File: src/rtl/core/ppd_pkg.sv
// ----------------------------------------------------------------------------
// ppd_pkg
// Shared types and fixed widths of the position PID drive: sequencer states,
// multiplier operand selects, the control word and the register map.
// ----------------------------------------------------------------------------
package ppd_pkg;

  // configuration port
  localparam int CFG_W     = 16;
  localparam int CFG_IDX_W = 3;

  localparam logic [CFG_IDX_W-1:0] REG_GAIN_PROP  = 3'd0;
  localparam logic [CFG_IDX_W-1:0] REG_GAIN_INTEG = 3'd1;
  localparam logic [CFG_IDX_W-1:0] REG_GAIN_DERIV = 3'd2;
  localparam logic [CFG_IDX_W-1:0] REG_DEADBAND   = 3'd3;
  localparam logic [CFG_IDX_W-1:0] REG_INTEG_WIN  = 3'd4;

  localparam logic signed [CFG_W-1:0] GAIN_PROP_RST  = 16'sd256;
  localparam logic signed [CFG_W-1:0] GAIN_INTEG_RST = 16'sd0;
  localparam logic signed [CFG_W-1:0] GAIN_DERIV_RST = 16'sd0;
  localparam logic [CFG_W-1:0]        DEADBAND_RST   = 16'd2;
  localparam logic [CFG_W-1:0]        INTEG_WIN_RST  = 16'd10;

  // error and integral
  localparam int ERR_W = 25;
  localparam int SUM_W = 20;
  localparam logic signed [ERR_W-1:0] ERR_MAX = {1'b0, {(ERR_W-1){1'b1}}};
  localparam logic signed [ERR_W-1:0] ERR_MIN = {1'b1, {(ERR_W-1){1'b0}}};
  localparam logic signed [SUM_W-1:0] SUM_MAX = {1'b0, {(SUM_W-1){1'b1}}};
  localparam logic signed [SUM_W-1:0] SUM_MIN = {1'b1, {(SUM_W-1){1'b0}}};

  // shared multiplier
  localparam int MA_W = 19;
  localparam int MB_W = 27;
  localparam int MP_W = MA_W + MB_W;

  // term accumulator and clipped power (q8.8 percent)
  localparam int ACC_W = 43;
  localparam int PW_W  = 16;
  localparam int MAG_W = PW_W - 1;
  localparam logic signed [ACC_W-1:0] I_HI = 43'sd2560;
  localparam logic signed [ACC_W-1:0] I_LO = -43'sd2560;
  localparam logic signed [ACC_W-1:0] P_HI = 43'sd25600;
  localparam logic signed [ACC_W-1:0] P_LO = -43'sd25600;

  // duty scaling: divide by 25600 as shift by 8, then by 100 via reciprocal
  localparam int Y_LSB    = 8;
  localparam int Y_W      = 18;
  localparam int Q_W      = 12;
  localparam int RECIP_SH = 22;
  localparam logic [16:0]    RECIP_100 = 17'd41943;
  localparam logic [Y_W-1:0] DIV_K     = 18'd100;

  localparam int DUTY_W  = 11;
  localparam int LEVEL_W = 8;

  typedef enum logic [3:0] {
    ST_IDLE,
    ST_ERR,
    ST_UPD,
    ST_MP,
    ST_MI,
    ST_MD,
    ST_SUM,
    ST_CLIP,
    ST_MAG,
    ST_DV1,
    ST_DV2,
    ST_DONE
  } state_t;

  typedef enum logic [2:0] {
    MSEL_P,
    MSEL_I,
    MSEL_D,
    MSEL_MAG,
    MSEL_RECIP,
    MSEL_BACK
  } msel_t;

  typedef enum logic [1:0] {
    ACC_HOLD,
    ACC_LOAD,
    ACC_ADD_ICLIP,
    ACC_ADD
  } acc_op_t;

  typedef struct packed {
    logic    in_ready;
    logic    ld_err;
    logic    upd;
    logic    mul_en;
    msel_t   msel;
    acc_op_t acc_op;
    logic    ld_pw;
    logic    ld_y;
    logic    ld_q0;
    logic    ld_out;
  } ctrl_t;

endpackage

File: src/rtl/core/ppd_if.sv
// ----------------------------------------------------------------------------
// ppd channel interfaces
// Valid/ready channels for position samples and for drive words.
// ----------------------------------------------------------------------------
interface ppd_in_if #(
  parameter int POS_WIDTH = 24
);
  logic                        valid;
  logic                        ready;
  logic signed [POS_WIDTH-1:0] target_pos;
  logic signed [POS_WIDTH-1:0] measured_pos;

  modport source (output valid, output target_pos, output measured_pos, input ready);
  modport sink (input valid, input target_pos, input measured_pos, output ready);
endinterface

interface ppd_out_if;
  logic              valid;
  logic              ready;
  logic [10:0]       duty_fwd;
  logic [10:0]       duty_rev;
  logic signed [7:0] drive_level;

  modport source (output valid, output duty_fwd, output duty_rev, output drive_level,
                  input ready);
  modport sink (input valid, input duty_fwd, input duty_rev, input drive_level,
                output ready);
endinterface

File: src/rtl/core/ppd_mul.sv
// ----------------------------------------------------------------------------
// ppd_mul
// Shared signed multiplier with a registered product; holds when not enabled.
// ----------------------------------------------------------------------------
module ppd_mul
  import ppd_pkg::*;
(
  input  logic                   clk,
  input  logic                   en,
  input  logic signed [MA_W-1:0] a,
  input  logic signed [MB_W-1:0] b,
  output logic signed [MP_W-1:0] prod
);

  always_ff @(posedge clk) begin
    if (en) begin
      prod <= a * b;
    end
  end

endmodule

File: src/rtl/core/ppd_seq.sv
// ----------------------------------------------------------------------------
// ppd_seq
// Sequencer of the drive update: steps the shared multiplier through the P,
// I, D and duty scaling products, one step a cycle save for handshake waits.
// ----------------------------------------------------------------------------
module ppd_seq
  import ppd_pkg::*;
(
  input  logic  clk,
  input  logic  rst,
  input  logic  in_fire,
  input  logic  out_free,
  output ctrl_t ctrl
);

  state_t state, state_next;

  always_ff @(posedge clk) begin
    if (rst) begin
      state <= ST_IDLE;
    end else begin
      state <= state_next;
    end
  end

  always_comb begin
    state_next = state;
    case (state)
      ST_IDLE: if (in_fire) state_next = ST_ERR;
      ST_ERR:  state_next = ST_UPD;
      ST_UPD:  state_next = ST_MP;
      ST_MP:   state_next = ST_MI;
      ST_MI:   state_next = ST_MD;
      ST_MD:   state_next = ST_SUM;
      ST_SUM:  state_next = ST_CLIP;
      ST_CLIP: state_next = ST_MAG;
      ST_MAG:  state_next = ST_DV1;
      ST_DV1:  state_next = ST_DV2;
      ST_DV2:  state_next = ST_DONE;
      ST_DONE: if (out_free) state_next = ST_IDLE;
      default: state_next = ST_IDLE;
    endcase
  end

  always_comb begin
    ctrl          = '0;
    ctrl.msel     = MSEL_P;
    ctrl.acc_op   = ACC_HOLD;
    case (state)
      ST_IDLE: ctrl.in_ready = 1'b1;
      ST_ERR:  ctrl.ld_err = 1'b1;
      ST_UPD:  ctrl.upd = 1'b1;
      ST_MP: begin
        ctrl.mul_en = 1'b1;
        ctrl.msel   = MSEL_P;
      end
      ST_MI: begin
        ctrl.mul_en = 1'b1;
        ctrl.msel   = MSEL_I;
        ctrl.acc_op = ACC_LOAD;
      end
      ST_MD: begin
        ctrl.mul_en = 1'b1;
        ctrl.msel   = MSEL_D;
        ctrl.acc_op = ACC_ADD_ICLIP;
      end
      ST_SUM:  ctrl.acc_op = ACC_ADD;
      ST_CLIP: ctrl.ld_pw = 1'b1;
      ST_MAG: begin
        ctrl.mul_en = 1'b1;
        ctrl.msel   = MSEL_MAG;
      end
      ST_DV1: begin
        ctrl.mul_en = 1'b1;
        ctrl.msel   = MSEL_RECIP;
        ctrl.ld_y   = 1'b1;
      end
      ST_DV2: begin
        ctrl.mul_en = 1'b1;
        ctrl.msel   = MSEL_BACK;
        ctrl.ld_q0  = 1'b1;
      end
      ST_DONE: ctrl.ld_out = out_free;
      default: ctrl.in_ready = 1'b0;
    endcase
  end

endmodule

File: src/rtl/core/pid_position_pwm_drive.sv
// the sequencer steps a sample through error, update, P, I, D, sum, clip,
//   magnitude and divide states, using the one shared 19x27 multiplier for
//   the P, I, D and duty scaling products; it takes a sample only when idle
// a finished word waits in the output register while the next sample is taken
// reset (rst, synchronous): gains and limits to defaults, integral and last
//   error cleared, output empty
// ----------------------------------------------------------------------------
// pid_position_pwm_drive
// Position PID controller with windowed integral, clipped terms, deadband and
// two-pin H-bridge PWM duty output.
// ----------------------------------------------------------------------------
module pid_position_pwm_drive
  import ppd_pkg::*;
#(
  parameter int POS_WIDTH = 24,
  parameter int PWM_FULL  = 1024
) (
  input  logic                 clk,
  input  logic                 rst,
  input  logic                 cfg_we,
  input  logic [CFG_IDX_W-1:0] cfg_index,
  input  logic [CFG_W-1:0]     cfg_data,
  ppd_in_if.sink               sample,
  ppd_out_if.source            drive
);

  localparam int DW   = (POS_WIDTH + 1 > ERR_W + 1) ? POS_WIDTH + 1 : ERR_W + 1;
  localparam int HALF = PWM_FULL / 2;
  localparam int SPAN = PWM_FULL - HALF;

  ctrl_t ctrl;
  logic  in_fire;
  logic  out_free;

  // configuration registers
  logic signed [CFG_W-1:0] gain_prop;
  logic signed [CFG_W-1:0] gain_integ;
  logic signed [CFG_W-1:0] gain_deriv;
  logic [CFG_W-1:0]        deadband_ticks;
  logic [CFG_W-1:0]        integ_window;

  always_ff @(posedge clk) begin
    if (rst) begin
      gain_prop      <= GAIN_PROP_RST;
      gain_integ     <= GAIN_INTEG_RST;
      gain_deriv     <= GAIN_DERIV_RST;
      deadband_ticks <= DEADBAND_RST;
      integ_window   <= INTEG_WIN_RST;
    end else if (cfg_we) begin
      case (cfg_index)
        REG_GAIN_PROP:  gain_prop      <= cfg_data;
        REG_GAIN_INTEG: gain_integ     <= cfg_data;
        REG_GAIN_DERIV: gain_deriv     <= cfg_data;
        REG_DEADBAND:   deadband_ticks <= cfg_data;
        REG_INTEG_WIN:  integ_window   <= cfg_data;
        default: ;
      endcase
    end
  end

  assign sample.ready = ctrl.in_ready;
  assign in_fire      = sample.valid && ctrl.in_ready;
  assign out_free     = !drive.valid || drive.ready;

  ppd_seq u_seq (
    .clk      (clk),
    .rst      (rst),
    .in_fire  (in_fire),
    .out_free (out_free),
    .ctrl     (ctrl)
  );

  // sample capture and saturated error
  logic signed [POS_WIDTH-1:0] tgt_r;
  logic signed [POS_WIDTH-1:0] meas_r;
  logic signed [DW-1:0]        diff_full;
  logic signed [ERR_W-1:0]     err_sat;
  logic signed [ERR_W-1:0]     err_r;
  logic signed [ERR_W-1:0]     last_error;
  logic signed [SUM_W-1:0]     error_sum;
  logic signed [ERR_W:0]       diff_r;
  logic [ERR_W-1:0]            aerr;
  logic signed [ERR_W:0]       sum_wide;
  logic signed [SUM_W-1:0]     sum_next;
  logic                        dz_r;

  always_ff @(posedge clk) begin
    if (in_fire) begin
      tgt_r  <= sample.target_pos;
      meas_r <= sample.measured_pos;
    end
  end

  assign diff_full = DW'(tgt_r) - DW'(meas_r);

  always_comb begin
    if (diff_full > DW'(ERR_MAX)) begin
      err_sat = ERR_MAX;
    end else if (diff_full < DW'(ERR_MIN)) begin
      err_sat = ERR_MIN;
    end else begin
      err_sat = diff_full[ERR_W-1:0];
    end
  end

  assign aerr     = err_r[ERR_W-1] ? (~err_r + 1'b1) : err_r;
  assign sum_wide = (ERR_W+1)'(err_r) + (ERR_W+1)'(error_sum);

  always_comb begin
    if (aerr > ERR_W'(integ_window)) begin
      sum_next = '0;
    end else if (sum_wide > (ERR_W+1)'(SUM_MAX)) begin
      sum_next = SUM_MAX;
    end else if (sum_wide < (ERR_W+1)'(SUM_MIN)) begin
      sum_next = SUM_MIN;
    end else begin
      sum_next = sum_wide[SUM_W-1:0];
    end
  end

  always_ff @(posedge clk) begin
    if (ctrl.ld_err) begin
      err_r <= err_sat;
    end
    if (ctrl.upd) begin
      diff_r <= (ERR_W+1)'(err_r) - (ERR_W+1)'(last_error);
      dz_r   <= aerr <= ERR_W'(deadband_ticks);
    end
  end

  always_ff @(posedge clk) begin
    if (rst) begin
      last_error <= '0;
      error_sum  <= '0;
    end else if (ctrl.upd) begin
      last_error <= err_r;
      error_sum  <= sum_next;
    end
  end

  // shared multiplier and its operand select
  logic signed [MA_W-1:0]  mul_a;
  logic signed [MB_W-1:0]  mul_b;
  logic signed [MP_W-1:0]  prod;
  logic signed [PW_W-1:0]  pw_r;
  logic [MAG_W-1:0]        mag;
  logic [Y_W-1:0]          y_r;
  logic [Q_W-1:0]          q0_r;

  assign mag = pw_r[PW_W-1] ? MAG_W'(-pw_r) : MAG_W'(pw_r);

  always_comb begin
    case (ctrl.msel)
      MSEL_P: begin
        mul_a = MA_W'(gain_prop);
        mul_b = MB_W'(err_r);
      end
      MSEL_I: begin
        mul_a = MA_W'(gain_integ);
        mul_b = MB_W'(error_sum);
      end
      MSEL_D: begin
        mul_a = MA_W'(gain_deriv);
        mul_b = MB_W'(diff_r);
      end
      MSEL_MAG: begin
        mul_a = MA_W'(SPAN);
        mul_b = MB_W'(mag);
      end
      MSEL_RECIP: begin
        mul_a = MA_W'(prod[Y_LSB+Y_W-1:Y_LSB]);
        mul_b = MB_W'(RECIP_100);
      end
      MSEL_BACK: begin
        mul_a = MA_W'(prod[RECIP_SH+Q_W-1:RECIP_SH]);
        mul_b = MB_W'(DIV_K);
      end
      default: begin
        mul_a = '0;
        mul_b = '0;
      end
    endcase
  end

  ppd_mul u_mul (
    .clk  (clk),
    .en   (ctrl.mul_en),
    .a    (mul_a),
    .b    (mul_b),
    .prod (prod)
  );

  // term accumulation
  logic signed [ACC_W-1:0] acc;
  logic signed [ACC_W-1:0] prod_acc;
  logic signed [ACC_W-1:0] i_term;
  logic signed [PW_W-1:0]  pw_next;

  assign prod_acc = $signed(prod[ACC_W-1:0]);

  always_comb begin
    if (prod_acc > I_HI) begin
      i_term = I_HI;
    end else if (prod_acc < I_LO) begin
      i_term = I_LO;
    end else begin
      i_term = prod_acc;
    end
  end

  always_ff @(posedge clk) begin
    case (ctrl.acc_op)
      ACC_LOAD:      acc <= prod_acc;
      ACC_ADD_ICLIP: acc <= acc + i_term;
      ACC_ADD:       acc <= acc + prod_acc;
      default:       acc <= acc;
    endcase
  end

  always_comb begin
    if (dz_r) begin
      pw_next = '0;
    end else if (acc > P_HI) begin
      pw_next = PW_W'(P_HI);
    end else if (acc < P_LO) begin
      pw_next = PW_W'(P_LO);
    end else begin
      pw_next = acc[PW_W-1:0];
    end
  end

  always_ff @(posedge clk) begin
    if (ctrl.ld_pw) begin
      pw_r <= pw_next;
    end
    if (ctrl.ld_y) begin
      y_r <= prod[Y_LSB+Y_W-1:Y_LSB];
    end
    if (ctrl.ld_q0) begin
      q0_r <= prod[RECIP_SH+Q_W-1:RECIP_SH];
    end
  end

  // quotient fix-up: the reciprocal estimate is exact or one low
  logic [Y_W-1:0]     rem;
  logic [Q_W-1:0]     q_fix;
  logic [Q_W:0]       duty_sum;
  logic [DUTY_W-1:0]  duty;
  logic [6:0]         lvl_mag;
  logic signed [LEVEL_W-1:0] level;

  assign rem      = y_r - prod[Y_W-1:0];
  assign q_fix    = q0_r + Q_W'(rem >= DIV_K);
  assign duty_sum = (Q_W+1)'(HALF) + (Q_W+1)'(q_fix);
  assign duty     = (pw_r == '0) ? '0 : duty_sum[DUTY_W-1:0];
  assign lvl_mag  = mag[MAG_W-1:Y_LSB];
  assign level    = pw_r[PW_W-1] ? -$signed({1'b0, lvl_mag}) : $signed({1'b0, lvl_mag});

  // output word register
  always_ff @(posedge clk) begin
    if (rst) begin
      drive.valid <= 1'b0;
    end else if (ctrl.ld_out) begin
      drive.valid <= 1'b1;
    end else if (drive.ready) begin
      drive.valid <= 1'b0;
    end
  end

  always_ff @(posedge clk) begin
    if (ctrl.ld_out) begin
      drive.duty_fwd    <= (pw_r > 0) ? duty : '0;
      drive.duty_rev    <= pw_r[PW_W-1] ? duty : '0;
      drive.drive_level <= level;
    end
  end

endmodule
File: src/flat_wrapper.sv
// flat-port wrapper written by rule: the top's interface ports become plain ports
module pid_position_pwm_drive_flat import ppd_pkg::*;
#(
  parameter int POS_WIDTH = 24,
  parameter int PWM_FULL  = 1024
)
  (clk, rst, cfg_we, cfg_index, cfg_data, sample_valid, sample_target_pos, sample_measured_pos, sample_ready, drive_valid, drive_duty_fwd, drive_duty_rev, drive_drive_level, drive_ready);
  ppd_in_if #(.POS_WIDTH(POS_WIDTH)) sample_i ();
  ppd_out_if drive_i ();
  input  logic clk;
  input  logic rst;
  input  logic cfg_we;
  input  logic [CFG_IDX_W-1:0] cfg_index;
  input  logic [CFG_W-1:0] cfg_data;
  input wire logic [$bits(sample_i.valid)-1:0] sample_valid;
  input wire logic [$bits(sample_i.target_pos)-1:0] sample_target_pos;
  input wire logic [$bits(sample_i.measured_pos)-1:0] sample_measured_pos;
  output wire logic [$bits(sample_i.ready)-1:0] sample_ready;
  output wire logic [$bits(drive_i.valid)-1:0] drive_valid;
  output wire logic [$bits(drive_i.duty_fwd)-1:0] drive_duty_fwd;
  output wire logic [$bits(drive_i.duty_rev)-1:0] drive_duty_rev;
  output wire logic [$bits(drive_i.drive_level)-1:0] drive_drive_level;
  input wire logic [$bits(drive_i.ready)-1:0] drive_ready;
  assign sample_i.valid = sample_valid;
  assign sample_i.target_pos = sample_target_pos;
  assign sample_i.measured_pos = sample_measured_pos;
  assign sample_ready = sample_i.ready;
  assign drive_valid = drive_i.valid;
  assign drive_duty_fwd = drive_i.duty_fwd;
  assign drive_duty_rev = drive_i.duty_rev;
  assign drive_drive_level = drive_i.drive_level;
  assign drive_i.ready = drive_ready;
  pid_position_pwm_drive #(.POS_WIDTH(POS_WIDTH), .PWM_FULL(PWM_FULL)) u_core (.clk(clk), .rst(rst), .cfg_we(cfg_we), .cfg_index(cfg_index), .cfg_data(cfg_data), .sample(sample_i), .drive(drive_i));
endmodule
File: config.mk
export PLATFORM = sky130hd
export DESIGN_NAME = pid_position_pwm_drive_flat
export DESIGN_NICKNAME = d
export VERILOG_FILES = /design/src/rtl/core/ppd_pkg.sv /design/src/rtl/core/ppd_if.sv /design/src/rtl/core/ppd_mul.sv /design/src/rtl/core/ppd_seq.sv /design/src/rtl/core/pid_position_pwm_drive.sv /design/src/flat_wrapper.sv
export SDC_FILE = /design/constraint.sdc
export NUM_CORES = 2
export LEC_CHECK = 0
export ABC_AREA = 1
export BUFFER_PORTS_ARGS = -buffer_cell sky130_fd_sc_hd__buf_2
export CAP_MARGIN = 20
export CORE_ASPECT_RATIO = 2
export CORE_UTILIZATION = 49
export CTS_BUF_LIST = sky130_fd_sc_hd__clkbuf_8
export DETAILED_ROUTE_END_ITERATION = 8
export HOLD_SLACK_MARGIN = 0.08
export SLEW_MARGIN = 20
export SYNTH_ARGS = -nofsm -noshare
export SYNTH_HDL_FRONTEND = slang
export SYNTH_SLANG_ARGS = --single-unit
File: constraint.sdc
create_clock -name clk -period 9 [get_ports clk]
set_input_delay 0.9 -clock clk [delete_from_list [all_inputs] [get_ports clk]]
set_output_delay 0.9 -clock clk [all_outputs]
set_load 0.02 [all_outputs]
==> impl_metrics.ini <==
[pwr]
powerDensity_mw_per_mm2 = 203
ir_drop_mv = 0.171
p_total_w = 0.00937
p_leak_nw = 22.1

[worst_setup_path]
cp_max_fo = 12
cp-end-kind = flip-flop
reg2regPathDepth = 34
critical_path_required_ns = 9.43
cpMostUsedCell = nand2_1
cp-start-kind = flip-flop
arrival_ns = 9.00
cp-startpoint = u_core.u_seq.state[3]
r2r_start = u_core.u_seq.state[3]
rr_endpoint = u_core.u_mul.prod[38]
crit_type = reg2reg
r2r_slack_ns = 0.43
slowest_delay_ns = 0.64
critPathSlowestCell = fa_1

[layout]
final_cell_mix = inv_1 (1071), nand2_1 (954), nor2_1 (590)
fin_util_pct = 53.8
drive_gt1_share_pct = 8.84
final_common_cell = inv_1
final_nets = 6270
area_delta_synth_final_pct = 8.70

[placed_design]
gp_congestion = 1.03
io_buffers = 103
pre_cts_ws_ns = 0.402
post-dp-hpwl_um = 124000

[sta]
setup_slack_ns = 0.432
rsz0062_at_grt = false
hold_viol = 0
timing.fmax_ghz = 0.117
setup_viol = 0
setup_tns_ns = 0
relSlewSlack_pct = 32.4
fin_skew_ns = 0.0749
fin_crit_sh_pct = 95.2
worstMarginPinSlew_ns = 1.01
period_minus_slack_ns = 8.57
slew_viol_final = 0
whs_ns = 0.363

[min_path]
hp-class = in2reg
hold_depth = 1
worstHoldEndpoint = u_core.meas_r[0]
hold_path.startpoint = sample_measured_pos[0]

[logic_synthesis]
seq_area_frac_synth_pct = 24.5
synth_area_mm2 = 0.0425
syn_avg_cell_area_um2 = 8.08
synth_cell_type_count = 64
synth_seq_cells = 391
synthFlopType = edfxtp_1
syn_inst = 5265
yosysWarningCount = 0
syn_nets = 6109
synthArstFlopShare_pct = 0
synth_edf_count = 261

[clocking]
post_cts_buffers = 0
cts_resized = 0
clockBufferDepth = 3
clkTransAtPathRegs_ns = 0.07
numCtsBuffers = 59
cts_tree = done
cts_root_buf = clkbuf_8
htreeDepth = 2
ctsHoldBuffers = 0
cts_sinks = 391
clk_latency_ns = 0.74

[floorplanning]
die_x_um = 210
die_h_um = 419
io_pins = 104
placeableCoreArea_mm2 = 0.0860
dieArea_mm2 = 0.0881
start_util_pct = 49.5
rows = 152

[global_route]
grt_overflow = 0
grt_pass1_vias = 37600
grt_pass1_wl_um = 223000
track_usage_pct = 34.6
antenna_found_initial = 4
grt_max_degree = 105

[drt]
drc = 0
vias = 36300
routed_via_density = 5.48
wl_per_cell_um = 22.5
firstDrtPassIters = 8
wl_um = 149000
ant_nets = 0
drt-initial-drc-count = 2401

[job]
maxCapViolations = 0

[run_status]
outcome = finished, final reports clean
-- cell families (layout without fill, tap and decap cells) --
kind of cell / Yosys count / in the layout / share of synthesized area (%)
simple gates: 1953 / 1954 / 19.5
buf+inv: 1217 / 1424 / 11.0
fa+ha+maj: 772 / 772 / 31.2
compound gates: 767 / 767 / 10.4
flops: 391 / 391 / 24.5
xor+xnor: 165 / 165 / 3.43
other cells: 0 / 2 / 0
-- synth_stat cells, drive strengths merged (33+ instances only) --
master / number / area share, %
inv: 1082 / 9.5
nand2: 970 / 8.7
nor2: 629 / 5.8
fa: 479 / 23
a21oi: 349 / 4.3
ha: 293 / 8.6
edfxtp: 261 / 18
o21ai: 256 / 3.0
nand3: 179 / 2.3
dfxtp: 130 / 6.1
xor2: 98 / 2.1
xnor2: 67 / 1.4
buf: 65 / 0.86
clkbuf: 65 / 0.57
nand4: 64 / 0.98
nor3: 33 / 0.42
-- area by class of cell --
type | instances | area (µm²)
diodes | 2 | 5.00
clock buffers | 68 | 936
clock inverters | 40 | 357
fillers | 8432 | 39700
inverters | 1087 | 4080
multi-input cells | 3658 | 27500
flip-flops and latches | 391 | 10400
well taps | 1155 | 1450
repair buffers | 229 | 1490
-- sequential cells by signal, indices dropped and copies added, names as in the netlist, 18 cells and up --
register,cells
u_core.acc,43
u_core.diff_r,26
u_core.err_r,25
u_core.error_sum,20
u_core.last_error,25
u_core.meas_r,24
u_core.tgt_r,24
u_core.u_mul.prod,43
u_core.y_r,18
-- worst max path at each step --
stage                                       end  slack (ns)  cells past startpoint
final                     u_core.u_mul.prod[38]        0.43                     34
after global routing      u_core.u_mul.prod[41]       0.002                     29
after CTS                 u_core.u_mul.prod[41]        0.33                     24
after detailed placement  u_core.u_mul.prod[41]        0.40                     24
after global placement    u_core.u_mul.prod[41]        0.40                     24
after floorplan           u_core.u_mul.prod[38]        1.33                     37
-- worst max-delay path: cells and delay by family (launching register included) --
| family | cells | cell delay, ns |
|---|---|---|
| fa+ha+maj | 8 | 3.95 |
| compound gates | 3 | 0.66 |
| buf+inv | 9 | 1.18 |
| simple gates | 14 | 2.11 |
| flops | 1 | 0.34 |
-- per-stage QoR --
step	instance area, µm²	std cells
6_report	46200	6630
5_1_grt	46200	6629
4_1_cts	46200	6627
3_5_place_dp	44900	6519
3_3_place_gp	44900	6519
2_1_floorplan	42500	5265
-- metal layers --
layer / vias to the layer above / global-route usage [%] / part of all wire [%]
met5: - / 0 / 0.015
met4: 4 / 31.3 / 11
met3: 605 / 4.48 / 4.5
met2: 1227 / 64.4 / 53
met1: 17500 / 32.6 / 32
li1: 16900 / - / -
-- where the power goes --
group	leakage, nW	switching (W)	internal [W]	total (W)
sequential	3.46	0.000164	0.00221	0.00237
clock	0.712	0.000765	0.000867	0.00163
combinational	18.0	0.00349	0.00188	0.00537
Note: power is estimated with default switching activity, not from simulation.
